**config.mk**
```make
export PLATFORM = sky130hd
export DESIGN_NAME = impq_ctrl
export DESIGN_NICKNAME = d
export VERILOG_FILES = /design/src/rtl/impq_pkg.sv /design/src/rtl/impq_ctrl.sv
export SDC_FILE = /design/constraint.sdc
export NUM_CORES = 1
export LEC_CHECK = 0
export ABC_AREA = 1
export BUFFER_PORTS_ARGS = -buffer_cell sky130_fd_sc_hd__buf_2
export CELL_PAD_IN_SITES_DETAIL_PLACEMENT = 1
export CELL_PAD_IN_SITES_GLOBAL_PLACEMENT = 1
export CORE_AREA = 2 2 48 50
export DETAILED_ROUTE_END_ITERATION = 6
export DIE_AREA = 0 0 50 52
export PLACE_DENSITY_LB_ADDON = 0.05
export SLEW_MARGIN = 15
export SYNTH_ARGS = -nofsm -noshare
export SYNTH_HDL_FRONTEND = slang
export SYNTH_SLANG_ARGS = --single-unit
```
**constraint.sdc**
```tcl
create_clock -name aclk -period 2.25 [get_ports aclk]
set_input_delay 0.1125 -clock aclk [delete_from_list [all_inputs] [get_ports aclk]]
set_output_delay 0.1125 -clock aclk [all_outputs]
set_load 0.005 [all_outputs]
```
**src/rtl/impq_pkg.sv**
```systemverilog
// Shared types and constants of the indexed max priority queue.
package impq_pkg;

    localparam int CAPACITY  = 256;
    localparam int SLOT_BITS = $clog2(CAPACITY);
    localparam int CNT_BITS  = $clog2(CAPACITY + 1);
    localparam int ID_BITS   = 8;
    localparam int ID_COUNT  = 1 << ID_BITS;
    localparam int KEY_BITS  = 32;

    typedef logic [1:0] kind_t;
    localparam kind_t KIND_INSERT  = 2'd0;
    localparam kind_t KIND_CHANGE  = 2'd1;
    localparam kind_t KIND_EXTRACT = 2'd2;

    typedef logic [2:0] status_t;
    localparam status_t ST_OK      = 3'd0;
    localparam status_t ST_EMPTY   = 3'd1;
    localparam status_t ST_FULL    = 3'd2;
    localparam status_t ST_ABSENT  = 3'd3;
    localparam status_t ST_PRESENT = 3'd4;

    typedef enum logic [3:0] {
        S_IDLE, S_DECODE, S_RD_SLOT, S_EXT, S_UP_RD, S_UP_CMP,
        S_DN_RD, S_DN_CMP, S_PLACE, S_RESULT
    } state_t;

    typedef struct packed {
        logic load;       // latch request
        logic rd_root;    // read root on port A and last entry on port B
        logic rd_child;   // read left child on port A and right child on port B
        logic ins_start;  // new entry becomes the moving entry at the last slot
        logic chg_start;  // present entry becomes the moving entry with its new key
        logic ext_start;  // capture root, last entry becomes the moving entry at the root
        logic up_move;    // parent entry moves down into the hole
        logic dn_move;    // larger child entry moves up into the hole
        logic place;      // moving entry is written into the hole
        logic set_status;
        status_t status;
    } impq_cmd_t;

    typedef struct packed {
        logic [1:0] kind;
        logic       present;
        logic       full;
        logic       empty;
        logic       at_root;
        logic       up_swap;
        logic       has_left;
        logic       dn_swap;
    } impq_stat_t;

endpackage

```
**src/rtl/impq_ctrl.sv**
```systemverilog
// Sequencing state machine of the priority queue.
module impq_ctrl (
    input  logic                  aclk,
    input  logic                  aresetn,
    input  logic                  s_tvalid,
    output logic                  s_tready,
    output logic                  m_tvalid,
    input  logic                  m_tready,
    input  impq_pkg::impq_stat_t  stat,
    output impq_pkg::impq_cmd_t   cmd
);
    impq_pkg::state_t state_reg, state_next;
    logic chg_reg, chg_next;   // sift up still to be followed by sift down

    always_ff @(posedge aclk) begin
        if (!aresetn) begin
            state_reg <= impq_pkg::S_IDLE;
            chg_reg   <= 1'b0;
        end else begin
            state_reg <= state_next;
            chg_reg   <= chg_next;
        end
    end

    always_comb begin
        state_next = state_reg;
        chg_next   = chg_reg;
        cmd        = '0;
        s_tready   = 1'b0;
        m_tvalid   = 1'b0;
        unique case (state_reg)
            impq_pkg::S_IDLE: begin
                s_tready = 1'b1;
                if (s_tvalid) begin
                    cmd.load   = 1'b1;
                    state_next = impq_pkg::S_DECODE;
                end
            end
            impq_pkg::S_DECODE: begin
                cmd.rd_root = 1'b1;
                state_next  = impq_pkg::S_RESULT;
                unique case (stat.kind)
                    impq_pkg::KIND_INSERT: begin
                        if (stat.present) begin
                            cmd.set_status = 1'b1;
                            cmd.status     = impq_pkg::ST_PRESENT;
                        end else if (stat.full) begin
                            cmd.set_status = 1'b1;
                            cmd.status     = impq_pkg::ST_FULL;
                        end else begin
                            cmd.ins_start = 1'b1;
                            chg_next      = 1'b0;
                            state_next    = impq_pkg::S_UP_RD;
                        end
                    end
                    impq_pkg::KIND_CHANGE: begin
                        if (!stat.present) begin
                            cmd.set_status = 1'b1;
                            cmd.status     = impq_pkg::ST_ABSENT;
                        end else begin
                            chg_next   = 1'b1;
                            state_next = impq_pkg::S_RD_SLOT;
                        end
                    end
                    impq_pkg::KIND_EXTRACT: begin
                        if (stat.empty) begin
                            cmd.set_status = 1'b1;
                            cmd.status     = impq_pkg::ST_EMPTY;
                        end else begin
                            state_next = impq_pkg::S_EXT;
                        end
                    end
                    default: ;
                endcase
            end
            impq_pkg::S_RD_SLOT: begin
                cmd.chg_start = 1'b1;
                state_next    = impq_pkg::S_UP_RD;
            end
            impq_pkg::S_EXT: begin
                cmd.ext_start = 1'b1;
                state_next    = impq_pkg::S_DN_RD;
            end
            impq_pkg::S_UP_RD: begin
                if (stat.at_root) begin
                    state_next = chg_reg ? impq_pkg::S_DN_RD : impq_pkg::S_PLACE;
                end else begin
                    state_next = impq_pkg::S_UP_CMP;
                end
            end
            impq_pkg::S_UP_CMP: begin
                if (stat.up_swap) begin
                    cmd.up_move = 1'b1;
                    state_next  = impq_pkg::S_UP_RD;
                end else begin
                    state_next = chg_reg ? impq_pkg::S_DN_RD : impq_pkg::S_PLACE;
                end
            end
            impq_pkg::S_DN_RD: begin
                cmd.rd_child = 1'b1;
                state_next   = stat.has_left ? impq_pkg::S_DN_CMP : impq_pkg::S_PLACE;
            end
            impq_pkg::S_DN_CMP: begin
                if (stat.dn_swap) begin
                    cmd.dn_move = 1'b1;
                    state_next  = impq_pkg::S_DN_RD;
                end else begin
                    state_next = impq_pkg::S_PLACE;
                end
            end
            impq_pkg::S_PLACE: begin
                cmd.place  = 1'b1;
                state_next = impq_pkg::S_RESULT;
            end
            impq_pkg::S_RESULT: begin
                m_tvalid = 1'b1;
                if (m_tready) state_next = impq_pkg::S_IDLE;
            end
            default: state_next = impq_pkg::S_IDLE;
        endcase
    end

    assert property (@(posedge aclk) disable iff (!aresetn)
        !(s_tready && m_tvalid))
        else $error("request taken while result pending");
    assert property (@(posedge aclk) disable iff (!aresetn)
        cmd.up_move |=> state_reg == impq_pkg::S_UP_RD)
        else $error("sift up did not go on to the parent");
    assert property (@(posedge aclk) disable iff (!aresetn)
        cmd.dn_move |=> state_reg == impq_pkg::S_DN_RD)
        else $error("sift down did not go on to the children");
    assert property (@(posedge aclk) disable iff (!aresetn)
        (s_tvalid && s_tready) |=> state_reg == impq_pkg::S_DECODE)
        else $error("accepted request not decoded");
endmodule

```
After elaboration in Yosys (flattened, before gate mapping). Cells that the tools add are included. W data, S select, Z words.

Reductions and logical operators: 5. Equal/unequal tests: 16. Muxes and demuxes: 40.

Operators by type and width (count): $mux W4 (16); $pmux W4 S10 (1); $pmux W4 S3 (2); $mux W1 (20); $eq A4 B3 Y1 const B (4); $ne A2 B2 Y1 const B (5); $eq A4 B2 Y1 const B (2); $eq A4 B4 Y1 const B (2); $reduce_and A5 Y1 (1); $eq A4 B1 Y1 const B (1); $logic_not A4 Y1 (1); $eq A2 B1 Y1 const B (1); $eq A2 B2 Y1 const B (1); $logic_not A2 Y1 (1); $pmux W1 S2 (1); $reduce_and A2 Y1 (1); $reduce_bool A2 Y1 (1).

Bits of input ports: 13. Output and inout bits: 15. Register bits after elaboration: 5. Word-level logic and storage cells: 63.

Logic depth before layout (Yosys ltp). Gate-level depths: netlist (run 1).

Depth in word-level cells: 4. Depth in mapped cells: 9. Depth with buffers taken out: 9.

Least setup slack after synthesis (run 1). No wires, ideal clock.

Kind: register to register. From: register state_reg[2]. To: register state_reg[0]. Stages on the path, launching flop included: 9. Arrival: 0.969 ns. Clock period less this slack: 1.082 ns. Library setup time: 0.113 ns. Setup slack: 1.168 ns. Cell sequence: dfxtp_1 inv_2 nand2_2 nor2_1 nand2_1 nand2_1 nor2_1 nand3_1 nand2_1.

Word-level cells in the longest chain between the ends: 3.

Ends and longest elaborated chain: start: declaration (RTL line impq_ctrl.sv:12) `impq_pkg::state_t state_reg, state_next;`; start signal: assignment (RTL line impq_ctrl.sv:17) `state_reg <= impq_pkg::S_IDLE;`; start signal: assignment (RTL line impq_ctrl.sv:20) `state_reg <= state_next;`; $eq A4 B4 Y1 / $logic_not A4 Y1 (equally long branches) (RTL line impq_ctrl.sv:31) `unique case (state_reg)`; $ne A2 B2 Y1 (no line); $reduce_and A2 Y1 (no line).

Parallel ways exist; a longest one is shown, timed or not. A chain may end at the register's enable or synchronous reset.

==> qor.txt, run 1 <==
Die height -> 52 um
Post-CTS Resized -> 0
Busiest grt layer -> met2
Crit start category -> register
Depth of the worst register-to-register path -> 6
Crit path DAT -> 1470 ps
Iter 0 DRT Violations -> 14
DP HPWL -> 1730 um
Met1 Resource Use GR -> 22.4%
Fin crit share -> 70.2%
Die W -> 50 um
Final hold violations -> 0
RSZ-0062 raised after global routing -> no
Crit. Startpoint -> state_reg[0]$_SDFFE_PN0P_
Sequential share of the synthesized area -> 16.2%
FF+latch count, synth -> 5
Final instance area -> 817 um2
Most common cell after layout, fill and taps aside -> buf_2
Post-CTS setup buffers -> 0
Final hold slack -> 95.0 ps
CP Capture Point -> cmd[2]
Vias in the first global route -> 824
Area growth, synth to finish -> 31.9%
Layout cells sized above 1 -> 33.6%
P_leak -> 0.495 nW
Starting Density -> 29.4%
Critical path capture point type -> output pin
Slowest CP cell -> dfxtp_1
CTS Buffer Depth -> 2
CTS tree -> yes
Worst skew pair latency -> 250 ps
Worst EP required -> 2140 ps
DRC violations left -> 0
Final Max Tran Viols -> 0
Synthesized area -> 619 um2
Number of top-level pins -> 28
Max FO, Critical Path -> 9
Avg Cell Area, Syn -> 5.53 um2
First-pass GRT wire length -> 3560 um
Max-cap viol count -> 0
Nets -> 157
Worst path cell trace -> nand2_4 -> nor2_8 -> inv_2 -> nor4_2 -> buf_2
Placement Cell Area -> 790 um2
Grt ovf -> 0
FF-to-FF setup slack -> 940 ps
Setup-failing EPs final -> 0
Mapped Nets -> 125
Met2 Use GR -> 30.5%
Antenna Nets Post-Route -> 0
Antenna cells -> 0
Hold_buf cts -> 0
Worst Skew -> 8.98 ps
1st-pass router iterations -> 4
Setup tns final -> 0 ps
Cell variety after synth -> 18
Clk slew on worst S/H paths -> 50 ps
Core Footprint -> 2110 um2
Root Driver -> clkbuf_4
Status -> finished clean
Final min period -> 1580 ps
Min-Delay Path Class -> in -> reg
Peak VDD IR -> 0.488 mV
H-tree depth -> 1
Max Fclk -> 0.633 GHz
TritonCTS Sinks -> 5
Met3 Track Usage GR -> 3.74%
Die area -> 2600 um2
Reg-to-Reg End -> state_reg[0]$_SDFFE_PN0P_
Initial antenna violation count -> 0
Row count -> 17
Worst reg2reg path startpoint -> state_reg[2]$_SDFFE_PN0P_
Num CTS Buffers -> 3
Max reg flops -> 4
Post-synthesis cell count -> 112
CP peak stage delay -> 510 ps
Largest net degree at the start of global routing -> 10
Pwr dens -> 774 nW/um2
Synth Warn # -> 0
Commonest non-fill, non-tap cells in the layout -> buf_2 (27), nand2_1 (22), inv_1 (19)
DR WL/cell -> 11.8 um
Total detailed-routing wirelength -> 2020 um
Slew at the pin closest to its max-slew limit -> 340 ps
Slew Limit Headroom -> 77.1%
Gpl congestion -> 0.888
Via density -> 4.92
GRT Total Usage -> 17.9%
WS Path Type -> reg -> out
Vias -> 842
Port Buf Inserts -> 27
[stage by stage]
stage / std cells / power (mW) / utilization, % / setup WS [ps]
after floorplan: 112 / 0.398 / - / 1170
after global placement: 167 / 0.525 / 37.5 / 944
after detailed placement: 167 / 0.531 / 37.5 / 913
after CTS: 171 / 0.645 / 38.8 / 646
after global routing: 171 / 0.706 / 38.8 / 557
final: 171 / 0.632 / 38.8 / 670
[kinds of logic after synthesis]
| group | after synthesis | share of synthesized area (%) |
|---|---|---|
| simple gates | 75 | 62.8 |
| buf+inv | 24 | 14.5 |
| compound gates | 8 | 6.46 |
| flops | 5 | 16.2 |
[worst max-delay path, delay by kind of cell (launching register included)]
family	cells	cell delay, ps
buf+inv	2	220
flops	1	510
simple gates	3	490
[how the worst min path moves through the flow]
| stage | startpoint | to | slack, ps | cells after the start |
|---|---|---|---|---|
| floorplan | aresetn | state_reg[3]$_SDFFE_PN0P_ | 210 | 2 |
| global placement | aresetn | state_reg[3]$_SDFFE_PN0P_ | 350 | 3 |
| detailed placement | aresetn | state_reg[3]$_SDFFE_PN0P_ | 360 | 3 |
| CTS | aresetn | state_reg[3]$_SDFFE_PN0P_ | 100 | 3 |
| global route | aresetn | state_reg[3]$_SDFFE_PN0P_ | 130 | 3 |
| finish | aresetn | state_reg[3]$_SDFFE_PN0P_ | 100 | 3 |
[power breakdown]
group	switching, mW	total, mW	internal (mW)
combinational	0.242	0.378	0.136
sequential	0.0363	0.145	0.109
clock	0.0442	0.109	0.0647
[layer usage]
| layer | vias to the layer above | share of wire (%) | wire length, um |
|---|---|---|---|
| li1 | 426 | - | - |
| met1 | 400 | 49 | 984 |
| met2 | 16 | 48 | 968 |
| met3 | 0 | 3.5 | 71 |
| met4 | 0 | 0 | 0 |
| met5 | - | 0 | 0 |
[Yosys cell counts]
master / number / area [um2]
nand3_1: 16 / 80.1
nor2_2: 3 / 18.8
nand2_4: 1 / 11.3
nor4_2: 1 / 12.5
inv_2: 5 / 18.8
nor2_1: 14 / 52.6
nand2_1: 22 / 82.6
nand4_1: 6 / 37.5
nand3_2: 2 / 20.0
inv_1: 19 / 71.3
dfxtp_1: 5 / 100
o21ai_0: 3 / 15.0
o21ai_1: 2 / 10.0
nor3_1: 5 / 25.0
a21oi_1: 3 / 15.0
nand2_2: 3 / 18.8
nor3_2: 1 / 10.0
nor2_8: 1 / 20.0
[cell type report]
class                      count  area [um2]
clock buffer                   3        22.5
clock inverter                 1        5.00
fill                         321        1290
inverter                      24        90.1
multi-input combinational     83         429
sequential                     5         100
tap                           28        35.0
timing repair buffer          27         135
Power figures use the tool's default switching activity.
==> run 2, diff against run 1 <==
CORE_AREA = 2 2 50 52   (was 2 2 48 50)
DIE_AREA = 0 0 52 54   (was 0 0 50 52)
clock period = 1.58 ns   (was 2.25 ns; I/O delays follow)
==> qor.txt, run 2 (synthesis gave the netlist of run 1 again) <==
Status -> finished clean
Worst EP required -> 1500 ps (-640 ps)
Max Fclk -> 0.681 GHz
Max reg flops -> 4 (unchanged)
Final Max Tran Viols -> 0 (unchanged)
Setup tns final -> 0 ps (unchanged)
Final min period -> 1470 ps
Final hold violations -> 0 (unchanged)
Max-cap viol count -> 0 (unchanged)
Fin crit share -> 93.0%
Slew at the pin closest to its max-slew limit -> 355 ps (+15.1 ps)
Critical path capture point type -> output pin
Area growth, synth to finish -> 32.3%
Die height -> 54 um (+3.8%)
Post-Place Setup Slack -> 293 ps (-620 ps)
Peak VDD IR -> 0.730 mV (+49%)
Starting Density -> 26.7% (-2.7 points)
Worst skew pair latency -> 250 ps (about the same)
PnR worst setup slack -> 111 ps (-559 ps)
WS Path Type -> reg -> out
TritonCTS Sinks -> 5 (unchanged)
Commonest non-fill, non-tap cells in the layout -> buf_2 (27), nand2_1 (22), inv_1 (19)
DR WL/cell -> 12.1 um (+2.0%)
Row count -> 18 (+1)
Hold_buf cts -> 0 (unchanged)
Most common cell after layout, fill and taps aside -> buf_2
Final Power -> 0.904 mW (+43%)
First-pass GRT wire length -> 3410 um (-4.3%)
Via density -> 4.66 (-5.4%)
Slew Limit Headroom -> 76.1% (-1.0 points)
Core Footprint -> 2320 um2 (+10%)
Pwr dens -> 1100 nW/um2 (+42%)
H-tree depth -> 1 (unchanged)
CTS Buffer Depth -> 2 (unchanged)
Min-Delay Path Class -> in -> reg
Gpl congestion -> 0.798 (-10%)
Worst Skew -> 4.47 ps (-4.51 ps)
Number of top-level pins -> 28 (unchanged)
Vias -> 806 (-4.3%)
Initial antenna violation count -> 0 (unchanged)
Antenna cells -> 0 (unchanged)
Max FO, Critical Path -> 9 (unchanged)
Setup-failing EPs final -> 0 (unchanged)
Die W -> 52 um (+4.0%)
Iter 0 DRT Violations -> 7 (-7)
Filler cells -> 341 (+6.2%)
RSZ-0062 raised after global routing -> no
DP HPWL -> 1760 um (+1.7%)
Num CTS Buffers -> 3 (unchanged)
Root Driver -> clkbuf_4
CTS tree -> yes
Vias in the first global route -> 780 (-5.3%)
Layout cells sized above 1 -> 33.6% (unchanged)
Antenna Nets Post-Route -> 0 (unchanged)
Crit start category -> register
Crit path DAT -> 1390 ps (-80 ps)
Nets -> 157 (unchanged)
DRC violations left -> 0 (unchanged)
Port Buf Inserts -> 27 (unchanged)
GRT Total Usage -> 16.6% (-1.3 points)
1st-pass router iterations -> 2 (-2)
Die area -> 2810 um2 (+8.0%)
Largest net degree at the start of global routing -> 10 (unchanged)
Grt ovf -> 0 (unchanged)
Total detailed-routing wirelength -> 2090 um (+3.2%)
P_leak -> 0.493 nW (-0.50%)
Clk slew on worst S/H paths -> 50 ps (about the same)
==> run 2: cell type report <==
type                            count  area [um2]  area share, %
Timing Repair Buffer               27         135           16.5
Clock buffer                        4        26.3           3.21
Multi-Input combinational cell     83         429           52.4
Inverter                           24        90.1           11.0
Sequential cell                     5         101           12.4
Tap cell                           30        37.5           4.58
==> run 2: power breakdown <==
group	internal (mW)	leakage, nW	switching, mW
Clock	0.0958	0.0150	0.0571
Combinational	0.194	0.436	0.347
Sequential	0.158	0.0411	0.0514
==> run 2: final timing paths <==
kind / from / slack [ps] / end / cells past startpoint
min: aresetn / 70 / state_reg[3]$_SDFFE_PN0P_ / 3
min reg2reg: chg_reg$_SDFFE_PN0P_ / 560 / chg_reg$_SDFFE_PN0P_ / 2
max reg2reg: state_reg[2]$_SDFFE_PN0P_ / 290 / state_reg[0]$_SDFFE_PN0P_ / 6
max: state_reg[2]$_SDFFE_PN0P_ / 110 / cmd[2] / 6
==> run 2: worst max-delay path, cell delays in order (launching register included) <==
cell     delay (ps)
dfxtp_1         320
inv_2           110
nand2_2         150
nor2_8          200
inv_2            70
nor4_2          130
buf_2           160
==> run 2: what timing repair did <==
item / in CTS / in global routing
setup buffers: 0 / 0
setup endpoints to repair: 0 / 2
resized for setup: 0 / 1
==> run 2: per-layer routing <==
layer | global-route usage, % | up-vias | share of wire, %
met5 | 0 | - | 0
met4 | 5.26 | 0 | 0.91
met1 | 21.1 | 365 | 50
li1 | - | 425 | -
met2 | 28.3 | 12 | 46
met3 | 3.33 | 4 | 3.1
==> run 2: through the flow <==
stage | instance area (um2) | instances | hold WS [ps] | util, %
CTS | 818 | 173 | 68.9 | 35.3
global placement | 792 | 169 | 321 | 34.1
detailed placement | 792 | 169 | 325 | 34.1
floorplan | 619 | 112 | 177 | -
global route | 820 | 173 | 87.4 | 35.3
finish | 820 | 173 | 70.3 | 35.3
==> run 3, diff against run 2 <==
RECOVER_POWER = 50   (was not set)
==> qor.txt, run 3 (synthesis gave the netlist of run 1 again) <==
Max reg flops -> 4 (unchanged)
Worst skew pair latency -> 250 ps (about the same)
Number of top-level pins -> 28 (unchanged)
RSZ-0062 raised after global routing -> no
Area growth, synth to finish -> 30.7%
Iter 0 DRT Violations -> 10 (+3)
Layout cells sized above 1 -> 30.1% (-3.5 points)
Die height -> 54 um (unchanged)
GRT Total Usage -> 16.6% (unchanged)
Final hold violations -> 0 (unchanged)
Commonest non-fill, non-tap cells in the layout -> buf_2 (23), nand2_1 (22), inv_1 (19)
Critical path capture point type -> output pin
CP Capture Point -> cmd[2]
Largest net degree at the start of global routing -> 10 (unchanged)
Reg-to-Reg End -> state_reg[0]$_SDFFE_PN0P_
Final Max Tran Viols -> 0 (unchanged)
Setup-failing EPs final -> 0 (unchanged)
DP HPWL -> 1760 um (unchanged)
CP peak stage delay -> 320 ps (about the same)
Total detailed-routing wirelength -> 2100 um (+0.67%)
Peak VDD IR -> 0.733 mV (+0.46%)
PnR worst setup slack -> 109 ps (-1.83 ps)
First-pass GRT wire length -> 3410 um (unchanged)
Num CTS Buffers -> 3 (unchanged)
Antenna Nets Post-Route -> 0 (unchanged)
DRC violations left -> 0 (unchanged)
Core Footprint -> 2320 um2 (unchanged)
Worst Skew -> 3.47 ps (-0.993 ps)
Crit path DAT -> 1390 ps (about the same)
TritonCTS Sinks -> 5 (unchanged)
Met1 Resource Use GR -> 21.1% (unchanged)
Max-cap viol count -> 0 (unchanged)
Core Util, Final -> 34.9% (-0.43 points)
Crit start category -> register
Busiest grt layer -> met2
Die W -> 52 um (unchanged)
Placement Cell Area -> 792 um2 (unchanged)
Max FO, Critical Path -> 9 (unchanged)
Die area -> 2810 um2 (unchanged)
Depth of the worst register-to-register path -> 6 (unchanged)
Initial antenna violation count -> 0 (unchanged)
Critical Path Most Common Cell -> inv_2
Via density -> 4.69 (+0.62%)
Root Driver -> clkbuf_4
Port Buf Inserts -> 27 (unchanged)
WS Path Type -> reg -> out
Gpl congestion -> 0.798 (unchanged)
Most common cell after layout, fill and taps aside -> buf_2
1st-pass router iterations -> 4 (+2)
Worst reg2reg path startpoint -> state_reg[2]$_SDFFE_PN0P_
Vias in the first global route -> 780 (unchanged)
Worst path cell trace -> inv_2 -> nand2_2 -> nor2_8 -> inv_2 -> nor4_2 -> buf_2
P_leak -> 0.476 nW (-3.4%)
Starting Density -> 26.7% (unchanged)
Post-Place Setup Slack -> 293 ps (unchanged)
Clk slew on worst S/H paths -> 50 ps (about the same)
Fin crit share -> 93.1% (+0.12 points)
Slew Limit Headroom -> 76.1% (about the same)
Max Fclk -> 0.680 GHz (-0.12%)
FF-to-FF setup slack -> 300 ps (about the same)
Hold path depth -> 3 (unchanged)
Row count -> 18 (unchanged)
Final instance area -> 810 um2 (-1.2%)
Setup tns final -> 0 ps (unchanged)
Vias -> 811 (+0.62%)
Slowest CP cell -> dfxtp_1
CTS Buffer Depth -> 2 (unchanged)
H-tree depth -> 1 (unchanged)
Nets -> 157 (unchanged)
Final min period -> 1470 ps (+1.83 ps)
Crit. Startpoint -> state_reg[2]$_SDFFE_PN0P_
Met3 Track Usage GR -> 3.33% (unchanged)
CTS tree -> yes
Pwr dens -> 1110 nW/um2 (+0.58%)
Min-Delay Path Class -> in -> reg
Status -> finished clean
Met2 Use GR -> 28.3% (unchanged)
Antenna cells -> 0 (unchanged)
DR WL/cell -> 12.2 um (+0.67%)
Grt ovf -> 0 (unchanged)
Worst EP required -> 1500 ps (about the same)
Hold_buf cts -> 0 (unchanged)
Slew at the pin closest to its max-slew limit -> 355 ps (+0.355 ps)
run 3: final cells by class:
class,instances,area [um2]
fillers,344,1510
clock buffers,4,26.3
flip-flops and latches,5,101
repair buffers,27,130
inverters,24,90.1
well taps,30,37.5
multi-input cells,83,424
run 3: per-stage QoR:
step                std cells  power, mW  hold WS [ps]
global placement          169      0.752           321
finish                    173      0.898          70.5
global route              173      0.993          87.4
CTS                       173      0.915          68.9
detailed placement        169      0.756           325
floorplan                 112      0.567           177
run 3: layer usage:
| layer | wire length [um] | part of all wire (%) | vias to the layer above |
|---|---|---|---|
| li1 | - | - | 425 |
| met1 | 1050 | 50 | 370 |
| met2 | 968 | 46 | 12 |
| met3 | 64 | 3.0 | 4 |
| met4 | 19 | 0.90 | 0 |
| met5 | 0 | 0 | - |
run 3: worst max-delay path, delay by kind of cell, from the launching register on:
| kind | cells | cell delay [ps] |
|---|---|---|
| AND/OR/NAND/NOR | 3 | 480 |
| buffers and inverters | 3 | 340 |
| flip-flops | 1 | 320 |
run 3: power by group:
part	internal, mW	switching [mW]
Clock	0.0957	0.0562
Sequential	0.158	0.0522
Combinational	0.188	0.347
Total	0.442	0.456
run 3: worst min-delay path by stage:
stage	startpoint	endpoint
6_report	aresetn	state_reg[3]$_SDFFE_PN0P_
5_1_grt	aresetn	state_reg[3]$_SDFFE_PN0P_
4_1_cts	aresetn	state_reg[3]$_SDFFE_PN0P_
3_5_place_dp	aresetn	state_reg[3]$_SDFFE_PN0P_
3_3_place_gp	aresetn	state_reg[3]$_SDFFE_PN0P_
2_1_floorplan	aresetn	state_reg[3]$_SDFFE_PN0P_
run 3: what timing repair did:
| action | 4_1_cts | 5_1_grt |
|---|---|---|
| endpoints found under the setup margin | 0 | 2 |
| endpoints found under the hold margin | 0 | 0 |
| gates resized for setup | 0 | 1 |
| buffers inserted | 0 | 0 |
